File: src/sv/bal_pkg.sv
// Shared types and constants for the bump allocator block.
// No dependencies; every other file refers to this package by scoped names.
`default_nettype none

package bal_pkg;

   localparam int WORD_BITS = 32;
   localparam int SIZE_BITS = 24;
   localparam int WIDE_BITS = WORD_BITS + 1;

   localparam int ALIGN_MASK_DEF  = 7;
   localparam int CHUNK_BYTES_DEF = 4096;
   localparam int ADDR_BITS_DEF   = 32;

   typedef enum logic [1:0] {
      OP_ALLOC  = 2'd0,
      OP_RESIZE = 2'd1,
      OP_FREE   = 2'd2,
      OP_NONE   = 2'd3
   } op_type;

   typedef enum logic [1:0] {
      ST_OK      = 2'd0,
      ST_NOMEM   = 2'd1,
      ST_NOTLAST = 2'd2,
      ST_UNUSED  = 2'd3
   } status_type;

   typedef enum logic {
      CSR_HEAP_BASE  = 1'b0,
      CSR_HEAP_LIMIT = 1'b1
   } csr_index_type;

   typedef struct packed {
      logic [1:0]           op;
      logic [SIZE_BITS-1:0] size;
      logic [WORD_BITS-1:0] block_addr;
   } req_type;

   typedef struct packed {
      logic [WORD_BITS-1:0] addr;
      logic [1:0]           status;
   } rsp_type;

   // controller -> datapath
   typedef struct packed {
      logic load;
      logic prep;
      logic plan;
      logic check;
      logic raise;
      logic commit;
   } ctrl_cmd_type;

   // datapath -> controller
   typedef struct packed {
      logic simple;      // request finishes without the sizing steps
      logic need_raise;  // free space short, break must move
   } dp_stat_type;

endpackage

`default_nettype wire

File: src/sv/bump_allocator_last_block_core.sv
// Top level of the bump-pointer arena allocator (last-block resize/free).
// Depends on bal_pkg, bal_ctrl and bal_datapath.
//
// Request channel: drive req_data and raise start; the request transfers on a
// rising edge with start high and busy low. busy stays high while the request
// is worked on and drops in the cycle the result is shown.
// Result channel: rsp_valid pulses for exactly one cycle with rsp_data; the
// receiver has no way to stall, so it must take the result in that cycle.
// Controller states after the transfer edge (rsp_valid follows COMMIT):
//   free, op 3, address mismatch, shrink or equal resize: PREP, COMMIT
//   allocate/grow with space available: PREP, PLAN, CHECK, COMMIT
//   allocate/grow that raises the break: PREP, PLAN, CHECK, RAISE, COMMIT
// The next request can transfer in the cycle the result is shown; the
// steps are set by the controller walking the datapath through align,
// plan, chunk sizing and break raise.
// Config: csr_valid/csr_ready with csr_index (0 heap_base, 1 heap_limit) and
// csr_wdata; csr_ready is high whenever no request is in flight. Writing
// heap_base before the first allocation also reloads the break pointer.
// Reset (synchronous, active high) clears the arena state and the break
// pointer, sets heap_limit to all ones, and leaves the block idle.
`default_nettype none

module bump_allocator_last_block_core #(
   parameter int ALIGN_MASK  = bal_pkg::ALIGN_MASK_DEF,
   parameter int CHUNK_BYTES = bal_pkg::CHUNK_BYTES_DEF,
   parameter int ADDR_BITS   = bal_pkg::ADDR_BITS_DEF
) (
   input  wire logic                          clock,
   input  wire logic                          reset,
   // request channel
   input  wire logic                          start,
   output logic                               busy,
   input  wire bal_pkg::req_type              req_data,
   // result channel
   output logic                               rsp_valid,
   output bal_pkg::rsp_type                   rsp_data,
   // config write channel
   input  wire logic                          csr_valid,
   output logic                               csr_ready,
   input  wire logic                          csr_index,
   input  wire logic [bal_pkg::WORD_BITS-1:0] csr_wdata
);

   bal_pkg::ctrl_cmd_type cmd;
   bal_pkg::dp_stat_type  stat;

   // config only transfers between requests
   assign csr_ready = !busy;

   bal_ctrl u_ctrl (
      .clock (clock),
      .reset (reset),
      .start (start),
      .busy  (busy),
      .stat  (stat),
      .cmd   (cmd)
   );

   bal_datapath #(
      .ALIGN_MASK  (ALIGN_MASK),
      .CHUNK_BYTES (CHUNK_BYTES),
      .ADDR_BITS   (ADDR_BITS)
   ) u_datapath (
      .clock     (clock),
      .reset     (reset),
      .cmd       (cmd),
      .stat      (stat),
      .req_data  (req_data),
      .csr_write (csr_valid && csr_ready),
      .csr_index (csr_index),
      .csr_wdata (csr_wdata),
      .rsp_valid (rsp_valid),
      .rsp_data  (rsp_data)
   );

endmodule

`default_nettype wire

File: src/sv/bal_ctrl.sv
// Sequencer for the bump allocator: steps one request through the datapath.
// Depends on bal_pkg (command and status structs).
`default_nettype none

module bal_ctrl (
   input  wire logic                  clock,
   input  wire logic                  reset,
   input  wire logic                  start,
   output logic                       busy,
   input  wire bal_pkg::dp_stat_type  stat,
   output bal_pkg::ctrl_cmd_type      cmd
);

   typedef enum logic [5:0] {
      S_IDLE   = 6'b000001,
      S_PREP   = 6'b000010,
      S_PLAN   = 6'b000100,
      S_CHECK  = 6'b001000,
      S_RAISE  = 6'b010000,
      S_COMMIT = 6'b100000
   } state_type;

   state_type state_ff, state_in;

   always_comb begin
      state_in = state_ff;
      unique case (state_ff)
         S_IDLE:   if (start) state_in = S_PREP;
         S_PREP:   state_in = stat.simple ? S_COMMIT : S_PLAN;
         S_PLAN:   state_in = S_CHECK;
         S_CHECK:  state_in = stat.need_raise ? S_RAISE : S_COMMIT;
         S_RAISE:  state_in = S_COMMIT;
         S_COMMIT: state_in = S_IDLE;
         default:  state_in = S_IDLE;
      endcase
   end

   always_ff @(posedge clock) begin
      if (reset) state_ff <= S_IDLE;
      else       state_ff <= state_in;
   end

   assign busy       = (state_ff != S_IDLE);
   assign cmd.load   = (state_ff == S_IDLE) && start;
   assign cmd.prep   = (state_ff == S_PREP);
   assign cmd.plan   = (state_ff == S_PLAN);
   assign cmd.check  = (state_ff == S_CHECK);
   assign cmd.raise  = (state_ff == S_RAISE);
   assign cmd.commit = (state_ff == S_COMMIT);

endmodule

`default_nettype wire

File: src/sv/bal_datapath.sv
// Datapath of the bump allocator: arena state, config registers, request
// staging, sizing arithmetic and the result register. Depends on bal_pkg.
`default_nettype none

module bal_datapath #(
   parameter int ALIGN_MASK  = bal_pkg::ALIGN_MASK_DEF,
   parameter int CHUNK_BYTES = bal_pkg::CHUNK_BYTES_DEF,
   parameter int ADDR_BITS   = bal_pkg::ADDR_BITS_DEF
) (
   input  wire logic                          clock,
   input  wire logic                          reset,
   input  wire bal_pkg::ctrl_cmd_type         cmd,
   output bal_pkg::dp_stat_type               stat,
   input  wire bal_pkg::req_type              req_data,
   input  wire logic                          csr_write,
   input  wire logic                          csr_index,
   input  wire logic [bal_pkg::WORD_BITS-1:0] csr_wdata,
   output logic                               rsp_valid,
   output bal_pkg::rsp_type                   rsp_data
);

   localparam int W  = bal_pkg::WORD_BITS;
   localparam int WW = bal_pkg::WIDE_BITS;
   localparam int SB = bal_pkg::SIZE_BITS;

   localparam logic [63:0]   MASK64 = (ADDR_BITS >= 64) ? 64'hFFFF_FFFF_FFFF_FFFF
                                                        : ((64'd1 << ADDR_BITS) - 64'd1);
   localparam logic [W-1:0]  ADDR_MASK = MASK64[W-1:0];
   localparam logic [WW-1:0] CHUNK     = WW'(CHUNK_BYTES);
   localparam logic [5:0]    AMASK     = 6'(ALIGN_MASK);
   localparam logic [6:0]    ASTEP     = 7'(ALIGN_MASK) + 7'd1;

   // round up to the alignment; x stays below 2^32 so the result fits
   function automatic logic [WW-1:0] align_up(input logic [WW-1:0] x);
      logic [5:0] r;
      logic [6:0] inc;
      r   = x[5:0] & AMASK;
      inc = (r == 6'd0) ? 7'd0 : (ASTEP - {1'b0, r});
      return x + WW'(inc);
   endfunction

   // config; heap_base only matters through the break it loads
   logic [W-1:0] heap_limit_ff;
   logic [W-1:0] top_addr;

   // arena state
   logic [W-1:0] free_ptr_ff, free_count_ff, last_addr_ff, last_size_ff, break_ptr_ff;
   logic         started_ff;

   // staged request
   bal_pkg::op_type       op_ff;
   logic [SB-1:0]         size_ff;
   logic [W-1:0]          ba_ff;

   // prep results
   logic [WW-1:0] n_ff, ab_ff;
   logic [W-1:0]  gap_ff;
   logic          match_ff, eq_ff, grow_ff;

   // plan / check / raise
   logic [WW-1:0] need_ff, brk_ff, avail_ff, amt_ff;
   logic [W-1:0]  base_ff;
   logic          fail_ff;

   logic          rsp_valid_ff;
   bal_pkg::rsp_type rsp_ff, rsp_in;

   logic          match_c, grow_c;
   logic [W-1:0]  size_w;
   logic [WW-1:0] nb_c;

   assign top_addr = heap_limit_ff & ADDR_MASK;
   assign size_w   = W'(size_ff);
   assign match_c  = (last_addr_ff != '0) && (ba_ff == last_addr_ff);
   assign grow_c   = (size_w > last_size_ff);
   assign nb_c     = brk_ff + amt_ff;

   assign stat.simple = !((op_ff == bal_pkg::OP_ALLOC) ||
                          ((op_ff == bal_pkg::OP_RESIZE) && match_c && grow_c));
   assign stat.need_raise = (avail_ff < need_ff);

   // request staging and sizing steps
   always_ff @(posedge clock) begin
      if (cmd.load) begin
         op_ff   <= bal_pkg::op_type'(req_data.op);
         size_ff <= req_data.size;
         ba_ff   <= req_data.block_addr;
      end
      if (cmd.prep) begin
         n_ff     <= align_up(WW'(size_ff));
         ab_ff    <= align_up({1'b0, break_ptr_ff});
         gap_ff   <= grow_c ? (size_w - last_size_ff) : (last_size_ff - size_w);
         match_ff <= match_c;
         eq_ff    <= (size_w == last_size_ff);
         grow_ff  <= grow_c;
      end
      if (cmd.plan) begin
         if (op_ff == bal_pkg::OP_ALLOC) begin
            need_ff <= n_ff;
            if (started_ff) begin
               base_ff  <= free_ptr_ff;
               brk_ff   <= {1'b0, break_ptr_ff};
               avail_ff <= {1'b0, free_count_ff};
               fail_ff  <= 1'b0;
            end else begin
               // first allocation aligns the break before anything else
               base_ff  <= ab_ff[W-1:0];
               brk_ff   <= ab_ff;
               avail_ff <= '0;
               fail_ff  <= (ab_ff != {1'b0, break_ptr_ff}) && (ab_ff > {1'b0, top_addr});
            end
         end else begin
            need_ff  <= align_up({1'b0, gap_ff});
            base_ff  <= last_addr_ff;
            brk_ff   <= {1'b0, break_ptr_ff};
            avail_ff <= {1'b0, free_count_ff};
            fail_ff  <= 1'b0;
         end
      end
      if (cmd.check) begin
         amt_ff <= (need_ff <= CHUNK) ? CHUNK : need_ff;
      end
      if (cmd.raise) begin
         brk_ff   <= nb_c;
         avail_ff <= avail_ff + amt_ff;
         fail_ff  <= fail_ff || (nb_c > {1'b0, top_addr});
      end
   end

   // arena state, config and result
   always_ff @(posedge clock) begin
      if (reset) begin
         heap_limit_ff <= '1;
         free_ptr_ff   <= '0;
         free_count_ff <= '0;
         last_addr_ff  <= '0;
         last_size_ff  <= '0;
         break_ptr_ff  <= '0;
         started_ff    <= 1'b0;
         rsp_valid_ff  <= 1'b0;
      end else begin
         rsp_valid_ff <= cmd.commit;
         if (csr_write) begin
            unique case (bal_pkg::csr_index_type'(csr_index))
               bal_pkg::CSR_HEAP_BASE: begin
                  if (!started_ff) break_ptr_ff <= csr_wdata & ADDR_MASK;
               end
               bal_pkg::CSR_HEAP_LIMIT: heap_limit_ff <= csr_wdata;
               default: ;
            endcase
         end
         if (cmd.commit) begin
            case (op_ff)
               bal_pkg::OP_ALLOC: begin
                  if (!fail_ff) begin
                     started_ff    <= 1'b1;
                     break_ptr_ff  <= brk_ff[W-1:0];
                     last_addr_ff  <= base_ff;
                     last_size_ff  <= need_ff[W-1:0];
                     free_ptr_ff   <= base_ff + need_ff[W-1:0];
                     free_count_ff <= avail_ff[W-1:0] - need_ff[W-1:0];
                  end
               end
               bal_pkg::OP_RESIZE: begin
                  if (match_ff && !eq_ff) begin
                     if (grow_ff) begin
                        if (!fail_ff) begin
                           break_ptr_ff  <= brk_ff[W-1:0];
                           free_ptr_ff   <= free_ptr_ff + need_ff[W-1:0];
                           last_size_ff  <= last_size_ff + need_ff[W-1:0];
                           free_count_ff <= avail_ff[W-1:0] - need_ff[W-1:0];
                        end
                     end else begin
                        // shrink to the exact size, no alignment
                        free_ptr_ff   <= free_ptr_ff - gap_ff;
                        last_size_ff  <= size_w;
                        free_count_ff <= free_count_ff + gap_ff;
                     end
                  end
               end
               bal_pkg::OP_FREE: begin
                  if (match_ff) begin
                     free_count_ff <= free_count_ff + last_size_ff;
                     free_ptr_ff   <= last_addr_ff;
                     last_size_ff  <= '0;
                     last_addr_ff  <= '0;
                  end
               end
               default: ;
            endcase
         end
      end
   end

   always_comb begin
      rsp_in.addr   = '0;
      rsp_in.status = bal_pkg::ST_OK;
      case (op_ff)
         bal_pkg::OP_ALLOC: begin
            if (fail_ff) rsp_in.status = bal_pkg::ST_NOMEM;
            else         rsp_in.addr   = base_ff;
         end
         bal_pkg::OP_RESIZE: begin
            if (!match_ff)                   rsp_in.status = bal_pkg::ST_NOTLAST;
            else if (grow_ff && fail_ff)     rsp_in.status = bal_pkg::ST_NOMEM;
            else                             rsp_in.addr   = last_addr_ff;
         end
         bal_pkg::OP_FREE: begin
            if (!match_ff) rsp_in.status = bal_pkg::ST_NOTLAST;
         end
         default: ;
      endcase
   end

   always_ff @(posedge clock) begin
      if (cmd.commit) rsp_ff <= rsp_in;
   end

   assign rsp_valid = rsp_valid_ff;
   assign rsp_data  = rsp_ff;

endmodule

`default_nettype wire

File: config.mk
export PLATFORM = sky130hd
export DESIGN_NAME = bump_allocator_last_block_core
export DESIGN_NICKNAME = d
export VERILOG_FILES = /design/src/sv/bal_pkg.sv /design/src/sv/bump_allocator_last_block_core.sv /design/src/sv/bal_ctrl.sv /design/src/sv/bal_datapath.sv
export SDC_FILE = /design/constraint.sdc
export NUM_CORES = 2
export LEC_CHECK = 0
export BUFFER_PORTS_ARGS = -buffer_cell sky130_fd_sc_hd__buf_2
export CORE_MARGIN = 5
export CORE_UTILIZATION = 45
export CTS_CLUSTER_SIZE = 24
export DETAILED_ROUTE_END_ITERATION = 16
export PLACE_DENSITY = 0.58
export SLEW_MARGIN = 15
export SYNTH_ARGS = -nofsm -noshare
export SYNTH_HDL_FRONTEND = slang
export SYNTH_SLANG_ARGS = --single-unit
File: constraint.sdc
create_clock -name clock -period 5.85 [get_ports clock]
set_input_delay 0.2925 -clock clock [delete_from_list [all_inputs] [get_ports clock]]
set_output_delay 0.2925 -clock clock [all_outputs]
set_load 0.02 [all_outputs]
Yosys cells after proc, flatten, opt, wreduce, memory -nomap -nowiden

Cells that the tools add are included.

Bits in registers: 558
Bits of input ports: 95
Output and inout bits: 37
Logic and storage cells: 150

Add/sub/neg operators: 17
Order comparisons: 5
Equal/unequal tests: 17
Mux-type cells: 59
Bitwise operators: 1
Reductions and logical operators: 25

Operators with widths:

| operator             | number |
|---|---|
| $mux 32              | 30 |
| $pmux 32 s3          | 3 |
| $mux 33              | 7 |
| $pmux 32 s2          | 3 |
| $add 32x32->32       | 5 |
| $add 32x7->33        | 2 |
| $add 33x33->33       | 2 |
| $gt 33x32->1         | 2 |
| $sub 32x32->32       | 2 |
| $le 33x13->1 const B | 1 |
| $lt 33x33->1         | 1 |
| $ne 33x32->1         | 1 |
| $eq 24x32->1         | 1 |
| $eq 32x32->1         | 1 |
| $gt 24x32->1         | 1 |
| $reduce_bool 32->1   | 1 |
| $sub 24x32->32       | 1 |
| $sub 32x24->32       | 1 |
| $pmux 6 s5           | 1 |
| $add 24x7->25        | 1 |
| $mux 7               | 3 |
| $logic_not 6->1      | 3 |
| $mux 6               | 3 |
| $sub 4x3->5 const A  | 3 |
| 26 further kinds     | 45 |

Depth between registers and ports, before layout

Depth after elaboration: 9
Gate-level depth with buffers: 21
Gate-level depth less buffers: 21

Hierarchy

A second synthesis with hierarchy kept.

Cell total of the unflattened synthesis: 4,854
Area, all modules: 42,585.8 um2

By module, submodules not included:

| module                         | instances | cells an instance | area each (um2) | seq. area each (um2) |
|---|---|---|---|---|
| bal_datapath                   | 1         | 4,816             | 42,250.5        | 14,393.8 |
| bal_ctrl                       | 1         | 36                | 325.3           | 120.1 |
| bump_allocator_last_block_core | 1         | 2                 | 10.0            | 0.0 |

Least setup slack after synthesis

No wires, ideal clock.

Path type: flip-flop to flip-flop
Start point: register u_datapath.gap_ff[1]
End point: register u_datapath.free_ptr_ff[28]
Setup time: 0.119 ns
Arrival time: 4.337 ns
Data required time: 5.731 ns
Slack: 1.394 ns
Stages on the path, launching flop included: 20
Buffers on the path: 1
Period minus slack after synthesis: 4.456 ns
Cells stage by stage: edfxtp_1 inv_1 ha_1 nand3_1 nor3_2 nand2b_1 or2_2 or4_1 xnor2_1 o21ai_0 ha_1 clkbuf_1 a21o_1 a2111oi_0 nor3_1 a21o_1 a211o_1 or3_1 a31oi_1 nor3b_1

Longest elaborated chain between the ends: 4

Ends and longest elaborated chain:

| item                   | RTL line            | text |
|---|---|---|
| start, declared        | bal_datapath.sv:57  | `logic [W-1:0] gap_ff;` |
| start signal, assigned | bal_datapath.sv:92  | `gap_ff <= grow_c ? (size_w - last_size_ff) : (last_size_ff - size_w);` |
| $sub 32x32->32         | bal_datapath.sv:175 | `free_ptr_ff <= free_ptr_ff - gap_ff;` |
| $mux 32                | bal_datapath.sv:166 | `if (grow_ff) begin` |
| $mux 32                | bal_datapath.sv:165 | `if (match_ff && !eq_ff) begin` |
| $pmux 32 s3            | bal_datapath.sv:153 | `case (op_ff)` |
| end signal, assigned   | bal_datapath.sv:160 | `free_ptr_ff <= base_ff + need_ff[W-1:0];` |
| end signal, assigned   | bal_datapath.sv:169 | `free_ptr_ff <= free_ptr_ff + need_ff[W-1:0];` |
| end signal, assigned   | bal_datapath.sv:175 |  |
| end, declared          | bal_datapath.sv:47  | `logic [W-1:0] free_ptr_ff, free_count_ff, last_addr_ff, last_size_ff, break_ptr_ff;` |

No other way between the ends. The select of a mux whose other input is x is not followed.
A chain may end at the register's enable or synchronous reset.

Worst setup path after layout

Ends and elaborated chain as after synthesis.

==> results.toml <==
[run_status]
status = "complete, no violations"

[logic_synthesis]
syn_nets = 5476
synthSimpleGateAreaFrac = 0.166
async_flop_share = 0
syn_area_per_cell_um2 = 8.61
synth_mux_area_frac = 0.0219
yosysWarnings = 0
synth_edf_count = 350
synth-xor-area-share = 0.0853
ys.flop_type = "edfxtp_1"
synth_top_family_by_area = "compound AO/OA/AOI/OAI gates"
synthAdderAreaFrac = 0.117
synth.distinct_cells = 95
ys_seq_area_frac = 0.338
synth_compound_area_frac = 0.229
ys_ff_latch = 550
syn_inst = 4986
mappedNetlistArea_mm2 = 0.0429

[critical_path]
critPathLaunchType = "flip-flop"
worstPathArrival_ps = 5580
crit_fanout = 7
worstSetupPathType = "flip-flop to flip-flop"
ff2ff_setup_slack_ps = 820
end_kind = "flip-flop"
crit_required_ps = 6390

[power]
internal_power_w = 0.00713
p_seq_frac = 0.440
finalPower_w = 0.00989
power_switching_w = 0.00275
power_leakage_nw = 19.2
p_clk_frac = 0.443
pwr-share-comb = 0.117
vdd_drop_max_mv = 0.191
switching_share = 0.279
power_density_mw_per_mm2 = 207

[cts]
cts_max_level = 3
clock-sinks = 550
clk_latency_ps = 660
cts_tree = "yes"
cts_made_buffers = 70
clk_path_buf_depth = 3
root_buffer = "clkbuf_16"
cts.reportedPaths.clkPinSlew_ps = 60

[timing]
tightestPinTransition_ps = 1160
layout_setup_ws_ps = 817
fin_crit_sh = 0.860
fin_hold_ws_ps = 205
min_period_ps = 5030
hold_viol_final = 0
finalSetupViolCount = 0
timing.slew.headroom = 0.227
max_freq_mhz = 199
grt_setup_unrepaired = "no"
drv_slew = 0
fin_tns_setup_ps = 0
skew_ps = 40.5

[run]
cap_violations = 0

[final_layout]
final_cell_mix = "nand2_1, a21oi_1, ha_1, nor2_1, edfxtp_1"
syn_to_final_growth_pct = 11.5
fill_cells = 9014
fin_area_mm2 = 0.0478
drive_gt1_frac = 0.0752
nets = 5565
final_common_cell = "nand2_1"

[grt]
gr-total-overflow = 0
track_usage = 0.313
antenna_found_initial = 4
grt_max_degree = 69
grt_pass1_vias = 37400
grt_pass1_wl_um = 243000

[floorplan]
start_util = 0.452
ios = 132
rows = 113
core_mm2 = 0.0949
fp.dieArea_mm2 = 0.102
dieWidth_um = 319
die_h_um = 319

[placed_design]
gp_congestion = 0.994
dp_hpwl_um = 127000
io_buffers = 131
placed_area_mm2 = 0.0447
pre_cts_ws_ps = 843

[route]
drt_iter0_markers = 4076
wire_per_inst_um = 25.7
vias_per_cell = 6.17
dr.pass1.iters = 7
via_count = 39500
drtAntennaViolNets = 0
wl_um = 165000
drc_errors = 0

[worst_hold_path]
hold_path_class = "primary input to flip-flop"
area by class of cell:
type | count | area, um2 | share of cell area
multi-input combinational | 3958 | 26700 | 0.557
antenna | 1 | 2.50 | 0.0000523
timing repair buffer | 282 | 2020 | 0.0422
clock buffer | 95 | 1940 | 0.0405
clock inverter | 34 | 319 | 0.00667
sequential | 550 | 14500 | 0.303
inverter | 213 | 800 | 0.0167
tap | 1265 | 1580 | 0.0331
worst max-delay path, cell delays in order (launching register included):
cell	delay, ps
edfxtp_1	520
inv_1	100
ha_1	280
nand3_1	200
nor3_2	270
nand2b_1	140
or2_2	360
or4_1	440
xnor2_1	140
o21ai_0	270
ha_1	370
a21o_1	210
a2111oi_0	410
nor3_1	140
a21o_1	200
a211o_1	300
or3_1	340
a31oi_1	170
nor3b_1	60
logic make-up (layout without fill, tap and decap cells):
group / Yosys count / count (layout)
AOI/OAI and AO/OA: 1542 / 1542
and+or+nand+nor: 1510 / 1510
DFF: 550 / 550
buffers and inverters: 478 / 624
xor gates and xnor gates: 418 / 418
adders and majority gates: 395 / 395
muxes: 93 / 93
other: 0 / 1
cell usage after synthesis, drive strengths merged, types with 13 or more instances:
cell / count / area (um2)
nand2: 486 / 1820
a21oi: 463 / 2330
ha: 384 / 4800
nor2: 372 / 1400
edfxtp: 350 / 10500
o21ai: 327 / 1640
xnor2: 243 / 2130
clkbuf: 225 / 845
inv: 211 / 792
dfxtp: 200 / 4000
xor2: 175 / 1530
nand3: 173 / 866
a21o: 138 / 1040
a31oi: 103 / 644
nor3: 101 / 526
mux2i: 86 / 861
nand4: 75 / 469
o211ai: 59 / 443
nor4: 54 / 344
a211oi: 47 / 370
o21a: 47 / 353
o22ai: 47 / 294
nand2b: 46 / 288
nor2b: 42 / 263
o21bai: 41 / 308
buf: 40 / 194
a22o: 37 / 324
a221oi: 36 / 328
or3: 36 / 245
and3: 32 / 201
o31ai: 23 / 191
a22oi: 21 / 158
o221ai: 21 / 184
and2: 19 / 119
or2: 19 / 119
a2111oi: 14 / 129
nand3b: 13 / 97.6
flip-flops by register name, indices dropped and copies added, names as in the netlist, 6 cells and up:
name,flops
u_datapath.need_ff,33
u_datapath.free_count_ff,32
u_datapath.n_ff,25
u_datapath.size_ff,24
u_datapath.base_ff,32
u_datapath.brk_ff,33
u_datapath.gap_ff,32
u_datapath.break_ptr_ff,32
u_datapath.avail_ff,33
u_ctrl.state_ff,6
u_datapath.rsp_data,34
u_datapath.ba_ff,32
u_datapath.free_ptr_ff,32
u_datapath.ab_ff,33
u_datapath.last_size_ff,32
u_datapath.amt_ff,33
u_datapath.heap_limit_ff,32
u_datapath.last_addr_ff,32
power groups by stage:
stage | registers, W | clock network (W) | logic [W]
6_report | 0.00435 | 0.00438 | 0.00116
4_1_cts | 0.00435 | 0.00444 | 0.00114
5_1_grt | 0.00436 | 0.00459 | 0.00126
3_5_place_dp | 0.00443 | 0 | 0.00109
2_1_floorplan | 0.00437 | 0 | 0.000741
3_3_place_gp | 0.00443 | 0 | 0.00109
layer usage:
layer,part of all wire,vias up,global-route usage
li1,-,18600,-
met3,0.085,330,0.0600
met5,0.00016,-,0
met1,0.44,18900,0.437
met4,0.049,4,0.130
met2,0.43,1676,0.476
worst paths after layout:
path                               from                     endpoint  depth (start not counted)
max                u_datapath.gap_ff[1]   u_datapath.free_ptr_ff[28]                         18
min                               reset  u_datapath.last_size_ff[17]                          2
max reg2reg        u_datapath.gap_ff[1]   u_datapath.free_ptr_ff[28]                         18
min reg2reg  u_datapath.free_ptr_ff[10]   u_datapath.free_ptr_ff[10]                          2
stage by stage:
stage,cells,util
floorplan,4986,-
global placement,6177,0.471
detailed placement,6177,0.471
CTS,6397,0.504
global route,6397,0.504
finish,6398,0.504
timing repair:
| item | 4_1_cts | 5_1_grt |
|---|---|---|
| hold buffers | 91 | 0 |
| gates resized for setup | 0 | 0 |
| hold endpoints to repair | 108 | 0 |
| buffers inserted | 0 | 0 |
No activity file was read; power rests on OpenSTA's default activity.
